==> src/rtl/gas_pkg.sv <==
// Shared types and constants for the greedy activity selection block.
`default_nettype none
package gas_pkg;

    localparam int MAX_ACTIVITIES = 64;
    localparam int ID_W           = 16;
    localparam int TIME_W         = 32;
    localparam int IN_DATA_W      = ID_W + 2 * TIME_W;

    typedef struct packed {
        logic [ID_W-1:0]   id;
        logic [TIME_W-1:0] start;
        logic [TIME_W-1:0] finish;
    } t_entry;

    typedef struct packed {
        logic   load;
        logic   drain;
        t_entry item;
    } t_cell_ctrl;

    typedef struct packed {
        logic advance;
        logic done;
    } t_sel_status;

    typedef enum logic {
        ST_LOAD,
        ST_DRAIN
    } t_state;

endpackage
`default_nettype wire

==> src/rtl/gas_cell.sv <==
// One cell of the sorted activity chain: stable insert on load, shift toward the head on drain.
`default_nettype none
module gas_cell (
    input  wire logic                i_clk,
    input  wire logic                i_rst_n,
    input  wire gas_pkg::t_cell_ctrl i_ctrl,
    input  wire logic                i_prev_valid,
    input  wire logic                i_prev_gt,
    input  wire gas_pkg::t_entry     i_prev_data,
    input  wire logic                i_next_valid,
    input  wire gas_pkg::t_entry     i_next_data,
    output logic                     o_valid,
    output logic                     o_gt,
    output gas_pkg::t_entry          o_data
);

    logic            r_valid;
    logic            n_valid;
    gas_pkg::t_entry r_data;
    gas_pkg::t_entry n_data;
    logic            w_place;

    assign o_gt    = r_valid && (r_data.finish > i_ctrl.item.finish);
    assign w_place = !i_prev_gt && i_prev_valid && (!r_valid || o_gt);

    always_comb begin
        n_valid = r_valid;
        n_data  = r_data;
        if (i_ctrl.load) begin
            if (i_prev_gt) begin
                n_valid = 1'b1;
                n_data  = i_prev_data;
            end else if (w_place) begin
                n_valid = 1'b1;
                n_data  = i_ctrl.item;
            end
        end else if (i_ctrl.drain) begin
            n_valid = i_next_valid;
            n_data  = i_next_data;
        end
    end

    always_ff @(posedge i_clk) begin
        if (!i_rst_n) begin
            r_valid <= 1'b0;
        end else begin
            r_valid <= n_valid;
        end
        r_data <= n_data;
    end

    assign o_valid = r_valid;
    assign o_data  = r_data;

endmodule
`default_nettype wire

==> config.mk <==
export PLATFORM = sky130hd
export DESIGN_NAME = gas_cell
export DESIGN_NICKNAME = d
export VERILOG_FILES = /design/src/rtl/gas_pkg.sv /design/src/rtl/gas_cell.sv
export SDC_FILE = /design/constraint.sdc
export NUM_CORES = 1
export LEC_CHECK = 0
export BUFFER_PORTS_ARGS = -buffer_cell sky130_fd_sc_hd__buf_2
export CORE_MARGIN = 8
export CORE_UTILIZATION = 40
export DETAILED_ROUTE_END_ITERATION = 8
export PLACE_DENSITY = 0.87
export SYNTH_ARGS = -nofsm -noshare
export SYNTH_HDL_FRONTEND = slang
export SYNTH_SLANG_ARGS = --single-unit
==> constraint.sdc <==
create_clock -name i_clk -period 8.3 [get_ports i_clk]
set_input_delay 0.83 -clock i_clk [delete_from_list [all_inputs] [get_ports i_clk]]
set_output_delay 0.83 -clock i_clk [all_outputs]
set_load 0.01 [all_outputs]
==> metrics <==
first-pass GRT wire length=25180 um; max-slew violations=0; Syn Area/Cell=10.44 um^2; final hold vios=0; CTS sink cnt=81; Lkg Pwr=3.483 nW; Placer Congestion=0.8889; Cell Pwr Density=169.3 nW/um^2; htree depth=3; Place WS=4.483 ns; Longest Clk Path Bufs=2; synthesized area=4907 um^2; critical path arrival=2.67 ns; clock slew at reported path FFs=0.06 ns; Chip Width=126.8 um; area delta synth->final=41.59%; fmax=285.4 MHz; DIE AREA=16070 um^2; cts repair resizes=0; CP required=7.47 ns; WL final=16510 um; switching power total=317.2 uW; NumNets Final=1064; vias in the first global route=4916; minimum clock period=3.504 ns; CTS buffer count=9; CTS root buf=clkbuf_16; critical setup path kind=in2out; Seq/Total Area, Yosys=0.4936; die height=126.8 um; final worst-path cycle share=0.4221; Crit Path Max Fanout=2; Crit. End Element=output port; initial antenna violation count=1; Cell Int Power=859.3 uW; RSZ-0062 raised after global routing=false; WL met1=5983 um; io pins=329; fin worst setup slack=4.796 ns; overall routing resource usage=0.1992; Core Region=12010 um^2; DRC Markers=0; design area=6948 um^2; CTS Hold Bufs=0; metal2 WL=8700 um; register bit total from synthesis=81; placed inst area=6661 um^2; status=finished, final reports clean; port bufs=328; Syn Inst Count=470; HPWL after DPL=13760 um; Max VDD drop=0.1318 mV; final setup violation count=0; Yosys cell types=29; clk_skew=0.006849 ns; DR iter-0 viols=137; pin count of the biggest net entering global routing=83; Via density=4.952; DR WL/cell=17.62 um; Tightest Pin Transition=0.8572 ns; postcts setup bufs=0; layout cells sized above 1=0.4405; vias=4640; drt first pass iters=4; GR Overflow Total=0; # diodes=0; initial core utilization=0.4085; Sw Ratio=0.2696; power share of the combinational group=0.235; routed wl met3=1500 um; CTS tree=done; Worst setup SP type=input pin; max_cap viols=0; relative slew slack=0.4285; post-route setup TNS=0 ns; Yosys Warn Count=0; clk_lat worst skew=0.33 ns; share of power burned in registers=0.441; R2R setup slack=5.00 ns; Fill cells=1054; Min-Delay Path Class=reg2reg; ANT nets after route=0; syn_nets=749; Clock power frac=0.324; number of core rows=40; top sig layer=met5
==> cells in the mapped netlist <==
master / number / area [um^2]
a21oi_1: 96 / 480.5
nor2_1: 82 / 307.8
edfxtp_1: 80 / 2402
mux2i_1: 80 / 800.8
inv_1: 33 / 123.9
ha_1: 32 / 400.4
clkbuf_1: 16 / 60.06
buf_2: 10 / 50.05
nand4_1: 7 / 43.79
nand2_1: 5 / 18.77
o21ai_1: 4 / 20.02
a21o_1: 3 / 22.52
nand3_1: 3 / 15.01
nand2b_1: 2 / 12.51
nor2b_1: 2 / 12.51
o21ai_0: 2 / 10.01
a2111oi_2: 1 / 15.01
a211oi_1: 1 / 7.510
a221o_1: 1 / 10.01
a31oi_1: 1 / 6.260
buf_1: 1 / 3.750
dfxtp_1: 1 / 20.02
nand4_2: 1 / 12.51
nor3_1: 1 / 5.000
nor4_1: 1 / 6.260
nor4_2: 1 / 12.51
o211ai_2: 1 / 12.51
o22ai_1: 1 / 6.260
o41ai_1: 1 / 8.760
==> power by group through the flow <==
stage / registers [mW] / logic (mW) / clock network, mW
detailed placement: 0.528 / 0.280 / 0
floorplan: 0.554 / 0.118 / 0
global placement: 0.525 / 0.272 / 0
global route: 0.523 / 0.306 / 0.407
finish: 0.519 / 0.277 / 0.381
CTS: 0.520 / 0.281 / 0.392
==> worst paths after layout <==
| check | startpoint | endpoint | cells past startpoint |
|---|---|---|---|
| min reg2reg | o_valid | o_valid | 2 |
| max reg2reg | o_data[31] | o_data[13] | 7 |
| min | o_valid | o_valid | 2 |
| max | i_ctrl[1] | o_gt | 9 |
==> critical path, stage by stage <==
cell and delay, ns:
buf_2 0.10, inv_1 0.04, ha_1 0.30, nor2b_1 0.15, o211ai_2 0.17, a2111oi_2 0.09
o41ai_1 0.67, a21oi_1 0.15, buf_2 0.18
==> cell type report <==
cell class              count  area [um^2]  area share
clock buffers              10        229.0     0.03296
clock inverters             6        57.56    0.008284
inverters                  33        123.9     0.01783
multi-input cells         329         2262      0.3256
flip-flops and latches     81         2422      0.3486
well taps                 147        183.9     0.02647
repair buffers            331         1669      0.2402
==> state kept, by name (all words and copies together) (netlist names) <==
register,flops
o_valid,1
o_data,80
==> cells by family after synthesis <==
logic type,after synthesis,share of synthesized area
AOI/OAI and AO/OA,112,0.1221
adders and majority gates,32,0.08159
muxes,80,0.1632
buffers and inverters,60,0.04845
and+or+nand+nor,105,0.09102
DFF,81,0.4936
==> routing by layer <==
metal	track usage	up-vias
met2	0.3708	189
met1	0.1959	2082
met4	0.06718	2
met3	0.08085	24
li1	-	2343
met5	0	-
==> layout by cell type, fill, tap and decap left out, types with 2 or more instances in the layout <==
master,synthesis,layout
buf_2,10,326
a21oi_1,96,96
nor2_1,82,82
mux2i_1,80,80
edfxtp_1,80,80
inv_1,33,33
ha_1,32,32
clkbuf_16,0,9
nand4_1,7,7
nand2_1,5,5
buf_4,0,5
o21ai_1,4,4
a21o_1,3,3
nand3_1,3,3
clkinv_1,0,3
o21ai_0,2,2
nand2b_1,2,2
nor2b_1,2,2
==> stage by stage <==
stage	instances	util	power, mW	hold WS [ns]
floorplan	470	-	0.6722	0.5083
global placement	921	0.5546	0.7974	0.4974
detailed placement	921	0.5546	0.8074	0.5338
CTS	937	0.5784	1.193	0.5434
global route	937	0.5784	1.236	0.5934
finish	937	0.5784	1.177	0.5470
(Power assumes the default switching activity.)
