File: src/rtl/gas_pkg.sv
// Shared types and constants for the greedy activity selection block.
`default_nettype none
package gas_pkg;

    localparam int MAX_ACTIVITIES = 64;
    localparam int ID_W           = 16;
    localparam int TIME_W         = 32;
    localparam int IN_DATA_W      = ID_W + 2 * TIME_W;

    typedef struct packed {
        logic [ID_W-1:0]   id;
        logic [TIME_W-1:0] start;
        logic [TIME_W-1:0] finish;
    } t_entry;

    typedef struct packed {
        logic   load;
        logic   drain;
        t_entry item;
    } t_cell_ctrl;

    typedef struct packed {
        logic advance;
        logic done;
    } t_sel_status;

    typedef enum logic {
        ST_LOAD,
        ST_DRAIN
    } t_state;

endpackage
`default_nettype wire

File: src/rtl/gas_select.sv
// Greedy selection over the chain head and the registered result output.
`default_nettype none
module gas_select (
    input  wire logic                      i_clk,
    input  wire logic                      i_rst_n,
    input  wire logic                      i_drain,
    input  wire logic                      i_head_valid,
    input  wire gas_pkg::t_entry           i_head,
    input  wire logic                      i_ovf,
    input  wire logic                      i_m_tready,
    output gas_pkg::t_sel_status           o_status,
    output logic                           o_tvalid,
    output logic [gas_pkg::ID_W-1:0]       o_tdata,
    output logic                           o_tlast,
    output logic                           o_tuser
);

    logic                        r_first, n_first;
    logic                        r_p_valid, n_p_valid;
    logic [gas_pkg::ID_W-1:0]    r_p_id, n_p_id;
    logic [gas_pkg::TIME_W-1:0]  r_last_fin, n_last_fin;
    logic                        r_out_valid, n_out_valid;
    logic [gas_pkg::ID_W-1:0]    r_out_id, n_out_id;
    logic                        r_out_last, n_out_last;
    logic                        r_out_ovf, n_out_ovf;
    logic                        w_sel;
    logic                        w_out_free;
    logic                        w_push;
    logic                        w_push_last;

    assign w_sel      = r_first || (i_head.start >= r_last_fin);
    assign w_out_free = !r_out_valid || i_m_tready;

    always_comb begin
        n_first          = r_first;
        n_p_valid        = r_p_valid;
        n_p_id           = r_p_id;
        n_last_fin       = r_last_fin;
        w_push           = 1'b0;
        w_push_last      = 1'b0;
        o_status.advance = 1'b0;
        o_status.done    = 1'b0;
        if (i_drain) begin
            if (i_head_valid) begin
                if (!(w_sel && r_p_valid && !w_out_free)) begin
                    o_status.advance = 1'b1;
                    if (w_sel) begin
                        w_push     = r_p_valid;
                        n_p_valid  = 1'b1;
                        n_p_id     = i_head.id;
                        n_last_fin = i_head.finish;
                        n_first    = 1'b0;
                    end
                end
            end else if (r_p_valid) begin
                if (w_out_free) begin
                    w_push        = 1'b1;
                    w_push_last   = 1'b1;
                    n_p_valid     = 1'b0;
                    n_first       = 1'b1;
                    o_status.done = 1'b1;
                end
            end else begin
                n_first       = 1'b1;
                o_status.done = 1'b1;
            end
        end
    end

    always_comb begin
        n_out_valid = r_out_valid;
        n_out_id    = r_out_id;
        n_out_last  = r_out_last;
        n_out_ovf   = r_out_ovf;
        if (w_push) begin
            n_out_valid = 1'b1;
            n_out_id    = r_p_id;
            n_out_last  = w_push_last;
            n_out_ovf   = i_ovf;
        end else if (i_m_tready) begin
            n_out_valid = 1'b0;
        end
    end

    always_ff @(posedge i_clk) begin
        if (!i_rst_n) begin
            r_first     <= 1'b1;
            r_p_valid   <= 1'b0;
            r_out_valid <= 1'b0;
        end else begin
            r_first     <= n_first;
            r_p_valid   <= n_p_valid;
            r_out_valid <= n_out_valid;
        end
        r_p_id     <= n_p_id;
        r_last_fin <= n_last_fin;
        r_out_id   <= n_out_id;
        r_out_last <= n_out_last;
        r_out_ovf  <= n_out_ovf;
    end

    assign o_tvalid = r_out_valid;
    assign o_tdata  = r_out_id;
    assign o_tlast  = r_out_last;
    assign o_tuser  = r_out_ovf;

endmodule
`default_nettype wire

File: config.mk
export PLATFORM = sky130hd
export DESIGN_NAME = gas_select
export DESIGN_NICKNAME = d
export VERILOG_FILES = /design/src/rtl/gas_pkg.sv /design/src/rtl/gas_select.sv
export SDC_FILE = /design/constraint.sdc
export NUM_CORES = 1
export LEC_CHECK = 0
export BUFFER_PORTS_ARGS = -buffer_cell sky130_fd_sc_hd__buf_4
export CAP_MARGIN = 20
export CORE_MARGIN = 8
export CORE_UTILIZATION = 55
export CTS_BUF_LIST = sky130_fd_sc_hd__clkbuf_4 sky130_fd_sc_hd__clkbuf_8
export DETAILED_ROUTE_END_ITERATION = 6
export PLACE_DENSITY = 0.92
export SYNTH_ARGS = -nofsm -noshare
export SYNTH_HDL_FRONTEND = slang
export SYNTH_SLANG_ARGS = --single-unit
File: constraint.sdc
create_clock -name i_clk -period 9.7 [get_ports i_clk]
set_input_delay 0.97 -clock i_clk [delete_from_list [all_inputs] [get_ports i_clk]]
set_output_delay 0.97 -clock i_clk [all_outputs]
set_load 0.03 [all_outputs]
==> flow_summary.json, run 1 <==
{
  "first_pass_iters": 4,
  "grt_max_degree": 48,
  "arrival_ns": 2.92,
  "cpMaxStageDelayCell": "o41ai_2",
  "hold_depth": 0,
  "p_leak_nw": 1.83,
  "synth_compound_area_share_pct": 8.54,
  "insertedDiodeCount": 0,
  "io_pins": 107,
  "finalClockSkew_ns": 0.00846,
  "period_minus_slack_ns": 3.89,
  "hold-worst-slack_ns": 0.419,
  "num_rows": 27,
  "post_cts_buffers": 0,
  "syn_inst": 201,
  "synthSimpleGateAreaFrac_pct": 5.36,
  "synth_top_family_by_area": "adder cells",
  "fin_crit_sh_pct": 40.1,
  "finalHoldViolations": 0,
  "finish.net_count": 437,
  "fp.dieW_um": 89.7,
  "hold_buffers": 0,
  "rr_startpoint": "r_last_fin[29]",
  "ys_types": 27,
  "wl_per_cell_um": 17.2,
  "worst_slew_pin_slew_ns": 1.11,
  "gp_congestion": 0.757,
  "ys_ff_latch": 69,
  "synthToLayoutAreaGrowth_pct": 38.4,
  "p_per_area_nw_per_um2": 168,
  "cts_tree": "yes",
  "vias_per_cell": 5.14,
  "start_util_pct": 55.6,
  "syn-cell-area_um2": 2990,
  "gr-total-overflow": 0,
  "muxShareOfSynthArea_pct": 0,
  "routed_wl_um": 6790,
  "die_h_um": 89.7,
  "cp_data_required_time_ns": 8.73,
  "portBuffers": 106,
  "synth_commonest_cells": "edfxtp_1, inv_1, ha_1",
  "ir_drop_v": 0.000184,
  "grt_pass1_wl_um": 10300,
  "hp-class": "flip-flop to flip-flop",
  "criticalPathCategory": "input port to primary output",
  "htreeDepth": 3,
  "fillers": 350,
  "cp_slowest_stage_delay_ns": 0.56,
  "ctsResizeCount": 0,
  "dp_hpwl_um": 4860,
  "drc": 0,
  "fin_setup_tns_ns": 0,
  "drv_cap": 0,
  "async_reset_ff_share_pct": 0,
  "synth-edff-count": 66,
  "path_common_cell": "buf_4",
  "synth_area_leaders": "edfxtp_1, ha_1, inv_1",
  "worstRegToRegCells": 6,
  "synth_fa_ha_area_share_pct": 13.4,
  "numCtsBuffers": 9,
  "drive_above_1_share_pct": 40.2,
  "synth_top_cell_area_share_pct": 66.3,
  "power_mw": 0.693,
  "detail-route-antenna-nets": 0,
  "max_slew_margin_pct": 25.9,
  "status": "finished clean",
  "yosys_warnings": 0,
  "clkTransAtPathRegs_ns": 0.07,
  "crit_path_end_kind": "primary output",
  "yosysMostFrequentCell": "edfxtp_1",
  "track_usage_pct": 16.5,
  "critPathLaunch": "i_head[32]",
  "drt-initial-drc-count": 138,
  "cts_num_sinks": 69,
  "start_kind": "input port",
  "synth.largest_area_cell": "edfxtp_1",
  "clockBufferDepth": 2,
  "synth_flop_cell": "edfxtp_1",
  "hp-start": "r_p_id[6]",
  "vias": 2029,
  "fmax_ghz": 0.257,
  "antenna_found_initial": 0,
  "setup_violations": 0,
  "clk_latency_ns": 0.34,
  "synth.yosys.seq_area_share_pct": 68.3,
  "critPathMaxFanout": 5,
  "first_global_vias": 2116,
  "synthXorXnorAreaFrac_pct": 0,
  "die-area_um2": 8050,
  "syn_nets": 319,
  "critical_path.cell_chain": "buf_4 > inv_1 > ha_1 > nand2b_4 > a2111oi_4 > a2111oi_2 > o41ai_2 > a31o_1 > buf_4",
  "cts_root_buffer": "clkbuf_8",
  "core_area_um2": 5370,
  "rsz0062_at_grt": "false",
  "syn_avg_cell_area_um2": 14.9,
  "maxSlewViolCount": 0
}
path summary, 6_finish.rpt:
check                      to  slack, ns
setup / recovery  o_status[1]       5.81
hold / removal     o_tdata[6]       0.42
setup reg to reg   o_tdata[3]       6.75
hold reg to reg    o_tdata[6]       0.42
state kept, by name (all words and copies together) (netlist names):
name        flops
o_tdata        16
o_tlast         1
o_tuser         1
o_tvalid        1
r_first         1
r_last_fin     32
r_p_id         16
r_p_valid       1
critical path, delay by kind of cell:
family          cells  cell delay (ns)
compound gates      4             1.26
fa+ha+maj           1             0.28
buf+inv             3             0.26
simple gates        1             0.15
routing by layer:
layer / up-vias / global-route usage (%) / part of all wire (%)
met4: 0 / 6.06 / 0.78
li1: 978 / - / -
met1: 959 / 16.1 / 36
met5: - / 0 / 0
met3: 7 / 6.90 / 7.7
met2: 85 / 30.2 / 55
kinds of logic (layout without fill, tap and decap cells):
family,after synthesis,in the layout
compound gates,35,35
buf+inv,35,157
fa+ha+maj,32,32
simple gates,30,30
flops,69,69
stage by stage:
step,worst slack [ns],utilization [%],cell area [µm²],cells
after floorplan,4.91,-,2990,201
after global placement,5.85,72.6,3900,380
after CTS,5.79,77.0,4140,395
final,5.81,77.0,4140,395
after global routing,5.74,77.0,4140,395
after detailed placement,5.80,72.6,3900,380
power by group:
| part | internal [mW] | leakage (nW) | total [mW] | switching, mW |
|---|---|---|---|---|
| logic | 0.0384 | 1.07 | 0.0730 | 0.0346 |
| registers | 0.340 | 0.636 | 0.344 | 0.00333 |
| clock network | 0.170 | 0.119 | 0.277 | 0.107 |
| total | 0.548 | 1.83 | 0.693 | 0.145 |
cell usage in the layout (no fill, tap or decap), types with 2 or more instances in the layout:
master / n
dfxtp_1: 3
nand2_1: 8
clkinv_4: 2
buf_4: 107
a21o_1: 3
ha_1: 32
a21oi_1: 15
nand3_1: 5
o21ai_0: 6
nor2_1: 3
a41oi_1: 2
edfxtp_1: 66
clkbuf_8: 9
nand4_1: 7
bufinv_16: 3
inv_1: 35
layout make-up:
type / count / area (µm²) / area share (%)
clock inverter: 6 / 113 / 2.72
inverter: 35 / 131 / 3.18
clock buffer: 9 / 124 / 2.99
sequential: 69 / 2040 / 49.4
multi-input combinational: 97 / 833 / 20.1
tap: 72 / 90.1 / 2.18
timing repair buffer: 107 / 803 / 19.4
Note: power is estimated with default switching activity, not from simulation.
==> run 2, diff against run 1 <==
Settings changed: CORE_UTILIZATION 55 to 51, PLACE_DENSITY 0.92 to 0.87.
Clock period 9.7 ns to 4.1 ns, I/O delays scaled along.
==> run 2 against run 1 <==
  * Die area rose by 6.4%
  * Final cell count up 1.3%
  * Hold slack lost 0.18 ns
  * Sequential power is 140% higher
  * Sequential share of layout area up 0.62 points
  * Critical path type is now flip-flop to primary output
  * Count of clock-buffer cells in the layout is the same
  * Utilization decreased by 6.3 points
  * Clock skew about the same
  * Clock power rose by 72%
  * Via count shrank 3.8%
  * Worst setup slack got worse by 4.7 ns
  * Design area shrank 1.2%
==> flow_summary.json, run 2 (same netlist as run 1, synthesis figures left out) <==
{
  "clkTransAtPathRegs_ns": 0.08,
  "io_pins": 107,
  "hp-class": "input port to flip-flop",
  "fin_util_pct": 70.7,
  "grt_pass1_wl_um": 9910,
  "dp_hpwl_um": 5060,
  "finalHoldViolations": 0,
  "period_minus_slack_ns": 3.03,
  "maxSlewViolCount": 0,
  "drive_above_1_share_pct": 40.6,
  "worst_slew_pin_slew_ns": 0.662,
  "fin_setup_tns_ns": 0,
  "layout_common_cells": "buf_4, edfxtp_1, inv_1",
  "rr_startpoint": "r_last_fin[29]",
  "drv_cap": 0,
  "dp_slack_ns": 1.13,
  "vias": 1951,
  "drt-initial-drc-count": 107,
  "ir_drop_v": 0.000308,
  "finish.net_count": 438,
  "crit_path_end_kind": "primary output",
  "antenna_found_initial": 0,
  "largest_register_ffs": 32,
  "hp-start": "i_head[71]",
  "status": "finished clean",
  "hold_buffers": 0,
  "finalClockSkew_ns": 0.00836,
  "rsz0062_at_grt": "false",
  "grt_max_degree": 37,
  "min_to": "r_p_id[7]",
  "p_per_area_nw_per_um2": 357,
  "first_global_vias": 2142,
  "criticalPathCategory": "flip-flop to primary output",
  "start_kind": "flip-flop",
  "placed_area_um2": 3910,
  "place_inst": 384,
  "final_common_cell": "buf_4",
  "die_h_um": 92.6,
  "cts_root_buffer": "clkbuf_8",
  "clk_latency_ns": 0.34,
  "finalInstanceArea_um2": 4090,
  "routed_wl_um": 6210,
  "fp.dieW_um": 92.6,
  "setup_violations": 0,
  "r2r_end": "r_p_id[5]",
  "detail-route-antenna-nets": 0,
  "cts_num_sinks": 69,
  "first_pass_iters": 4,
  "worstRegToRegCells": 7,
  "core_area_um2": 5780,
  "fillers": 417,
  "post_cts_buffers": 0,
  "p_leak_nw": 1.80,
  "fin_crit_sh_pct": 73.8,
  "fmax_ghz": 0.331,
  "wl_per_cell_um": 15.5,
  "worst_slack_ns": 1.07,
  "gr-total-overflow": 0,
  "vias_per_cell": 4.88,
  "critPathMaxFanout": 5,
  "arrival_ns": 2.62,
  "die-area_um2": 8570,
  "num_rows": 28,
  "insertedDiodeCount": 0,
  "ctsResizeCount": 0,
  "numCtsBuffers": 9,
  "start_util_pct": 51.7,
  "top_register": "r_last_fin",
  "htreeDepth": 3,
  "reg2reg_slack_ns": 1.28,
  "max_slew_margin_pct": 55.4,
  "cts_tree": "yes",
  "finalNonFillerCells": 400,
  "hold-worst-slack_ns": 0.239,
  "drc": 0,
  "synthToLayoutAreaGrowth_pct": 36.7,
  "power_mw": 1.46,
  "hold_depth": 1,
  "cp_data_required_time_ns": 3.69,
  "clockBufferDepth": 2,
  "portBuffers": 106,
  "track_usage_pct": 15.2,
  "gp_congestion": 0.773
}
run 2: cell count changes in the layout (fill, tap and decap cells not counted), sizes merged:
cell,before,now
clkinvlp,0,3
buf,107,108
inv,35,36
bufinv,3,0
run 2: area by class of cell:
class	count	area (µm²)	area share, %
sequential	69	2040	50.0
multi-input combinational	97	833	20.4
timing repair buffer	108	811	19.8
inverter	35	131	3.22
clock buffer	9	124	3.03
tap	75	93.8	2.30
clock inverter	7	50.0	1.23
run 2: per-layer routing:
layer  part of all wire, %  track usage [%]
met5                     0                0
met4                   2.3             8.19
met3                   7.1             5.34
met2                    55             27.7
met1                    35             14.6
run 2: worst max path at each step:
stage               slack, ns      startpoint  cells past startpoint        endpoint
floorplan                0.81      i_head[47]                      6   r_last_fin[0]
global placement         1.12      i_head[62]                      7  r_last_fin[30]
detailed placement       1.13      i_head[61]                      7       r_p_id[3]
CTS                      1.08   r_last_fin[0]                      7     o_status[1]
global route             0.94   r_last_fin[0]                      7     o_status[1]
finish                   1.07  r_last_fin[30]                      8     o_status[1]
run 2: report_power, final:
group / internal [mW] / switching [mW] / total, mW / leakage [nW]
Sequential: 0.804 / 0.00703 / 0.811 / 0.636
Combinational: 0.0906 / 0.0789 / 0.169 / 1.08
Clock: 0.220 / 0.256 / 0.476 / 0.0816
run 2: critical path, stage by stage (launching register included):
cell and delay, ns:
edfxtp_1 0.36, inv_1 0.07, ha_1 0.25, a21oi_1 0.17, a21boi_0 0.12, a2111o_1 0.41, a211oi_2 0.48, a31o_1 0.25
buf_4 0.16
==> run 3, diff against run 2 <==
Clock period 4.1 ns to 3 ns, I/O delays scaled along.
==> run 3 against run 2 <==
  * Hold slack lost 0.10 ns
  * Sequential share of layout area shrank 0.65 points
  * Largest power group unchanged
  * Sequential power grew 37%
  * Critical endpoint unchanged
  * Wire length grew 3.8%
  * Non-clock buffer count is the same
  * Die area is the same
  * Design area grew 1.3%
  * Utilization grew 0.93 points
  * Highest routed layer unchanged
==> flow_summary.json, run 3 (same netlist as run 1, synthesis figures left out) <==
{
  "status": "finished clean",
  "portBuffers": 106,
  "numCtsBuffers": 9,
  "rsz0062_at_grt": "false",
  "finish.net_count": 438,
  "worst_slew_pin_slew_ns": 0.544,
  "hp-start": "i_head[9]",
  "dp_hpwl_um": 5210,
  "grt_max_degree": 37,
  "hold-worst-slack_ns": 0.136,
  "hold_buffers": 0,
  "fin_setup_tns_ns": 0,
  "drive_above_1_share_pct": 40.6,
  "p_clk_share_pct": 35.4,
  "cts_root_buffer": "clkbuf_8",
  "fp.dieW_um": 92.6,
  "fin_crit_sh_pct": 94.9,
  "arrival_ns": 2.55,
  "critical_path.endpoint": "o_status[1]",
  "critical-path-top-delay-family": "compound AO/OA/AOI/OAI gates",
  "rr_startpoint": "r_last_fin[29]",
  "reg2reg_slack_ns": 0.37,
  "drv_cap": 0,
  "regArea_um2": 2040,
  "fin_util_pct": 71.6,
  "worstRegToRegCells": 7,
  "worst-path-stages": 8,
  "largest_register_ffs": 32,
  "die-area_um2": 8570,
  "num_rows": 28,
  "seqPwrFrac_pct": 53.2,
  "fillers": 391,
  "gp_congestion": 0.791,
  "routed_wl_um": 6450,
  "maxSlewViolCount": 0,
  "synthToLayoutAreaGrowth_pct": 38.5,
  "cpMaxStageDelayCell": "a211oi_2",
  "fmax_ghz": 0.351,
  "first_pass_iters": 4,
  "track_usage_pct": 15.5,
  "grt_pass1_wl_um": 10200,
  "finalClockSkew_ns": 0.00626,
  "p_comb_share_pct": 11.4,
  "multi_input_area_um2": 851,
  "first_global_vias": 2208,
  "ctsResizeCount": 0,
  "cp_data_required_time_ns": 2.70,
  "critPathLaunch": "r_last_fin[23]",
  "cp_slowest_stage_delay_ns": 0.45,
  "cts_tree": "yes",
  "wl_per_cell_um": 16.1,
  "core_area_um2": 5780,
  "final_common_cell": "buf_4",
  "die_h_um": 92.6,
  "cts_num_sinks": 69,
  "clk_latency_ns": 0.33,
  "vias_per_cell": 4.96,
  "insertedDiodeCount": 0,
  "criticalPathCategory": "flip-flop to primary output",
  "p_per_area_nw_per_um2": 504,
  "htreeDepth": 3,
  "worst-path-buf-inv": 2,
  "start_util_pct": 51.7,
  "vias": 1982,
  "io_pins": 107,
  "internal_power_mw": 1.61,
  "antenna_found_initial": 0,
  "post_cts_buffers": 0,
  "finalHoldViolations": 0,
  "gr-total-overflow": 0,
  "critical_path.cell_chain": "inv_1 > ha_1 > a21oi_1 > o21ai_0 > a2111o_1 > a211oi_2 > a31o_1 > buf_4",
  "period_minus_slack_ns": 2.85,
  "setup_violations": 0,
  "drc": 0,
  "drt-initial-drc-count": 83,
  "max_slew_margin_pct": 63.7,
  "hp-class": "input port to flip-flop",
  "swShare_pct": 22.7,
  "layout_common_cells": "buf_4, edfxtp_1, inv_1",
  "critPathMaxFanout": 5,
  "r2r_end": "r_last_fin[4]",
  "p_sw_mw": 0.473,
  "start_kind": "flip-flop",
  "crit_path_end_kind": "primary output",
  "top_register": "r_last_fin",
  "detail-route-antenna-nets": 0,
  "ir_drop_v": 0.000627,
  "clkTransAtPathRegs_ns": 0.08,
  "p_leak_nw": 1.81,
  "clockBufferDepth": 2
}
==> run 3: cell types whose count changed in the layout (fill, tap and decap cells not counted) <==
cell and delta:
buf_12 +1, buf_4 -1, bufinv_16 +1, clkinv_1 +1
clkinv_2 -2, clkinv_4 -1, inv_6 +1, nor4_1 -1
nor4_2 +1, o41ai_2 -1, o41ai_4 +1
==> run 3: cell type report <==
class | instances | area share [%]
Clock inverter | 7 | 1.78
Tap cell | 75 | 2.27
Clock buffer | 9 | 2.99
Inverter | 35 | 3.17
Timing Repair Buffer | 108 | 19.9
Sequential cell | 69 | 49.3
Multi-Input combinational cell | 97 | 20.6
==> run 3: power by group through the flow <==
stage               clock (mW)  sequential, mW  combinational (mW)
global route             0.787            1.11               0.264
global placement             0            1.13               0.226
CTS                      0.748            1.11               0.240
floorplan                    0            1.14              0.0927
finish                   0.738            1.11               0.237
detailed placement           0            1.13               0.238
==> run 3: worst min-delay path by stage <==
stage          slack (ns)             to  cells past startpoint
3_5_place_dp         0.40    o_tdata[13]                      0
2_1_floorplan        0.38        r_first                      1
6_report             0.14  r_last_fin[9]                      1
3_3_place_gp         0.40     o_tdata[7]                      0
4_1_cts              0.12      r_p_id[5]                      1
5_1_grt              0.11      r_p_id[5]                      1
==> run 3: per-layer routing <==
| metal | part of all wire (%) | GRT usage, % | wire, µm | vias to the layer above |
|---|---|---|---|---|
| li1 | - | - | - | 987 |
| met1 | 35 | 14.5 | 2280 | 925 |
| met2 | 56 | 29.6 | 3640 | 64 |
| met3 | 7.0 | 5.83 | 450 | 6 |
| met4 | 1.3 | 5.64 | 81 | 0 |
| met5 | 0 | 0 | 0 | - |
==> run 3: stage by stage <==
step / area (µm²) / instances / power [mW] / setup slack (ns)
2_1_floorplan: 3000 / 201 / 1.23 / 0.141
3_3_place_gp: 3920 / 384 / 1.35 / 0.357
3_5_place_dp: 3920 / 384 / 1.37 / 0.274
4_1_cts: 4120 / 400 / 2.10 / 0.0787
5_1_grt: 4140 / 400 / 2.16 / 0.0371
6_report: 4140 / 400 / 2.08 / 0.153
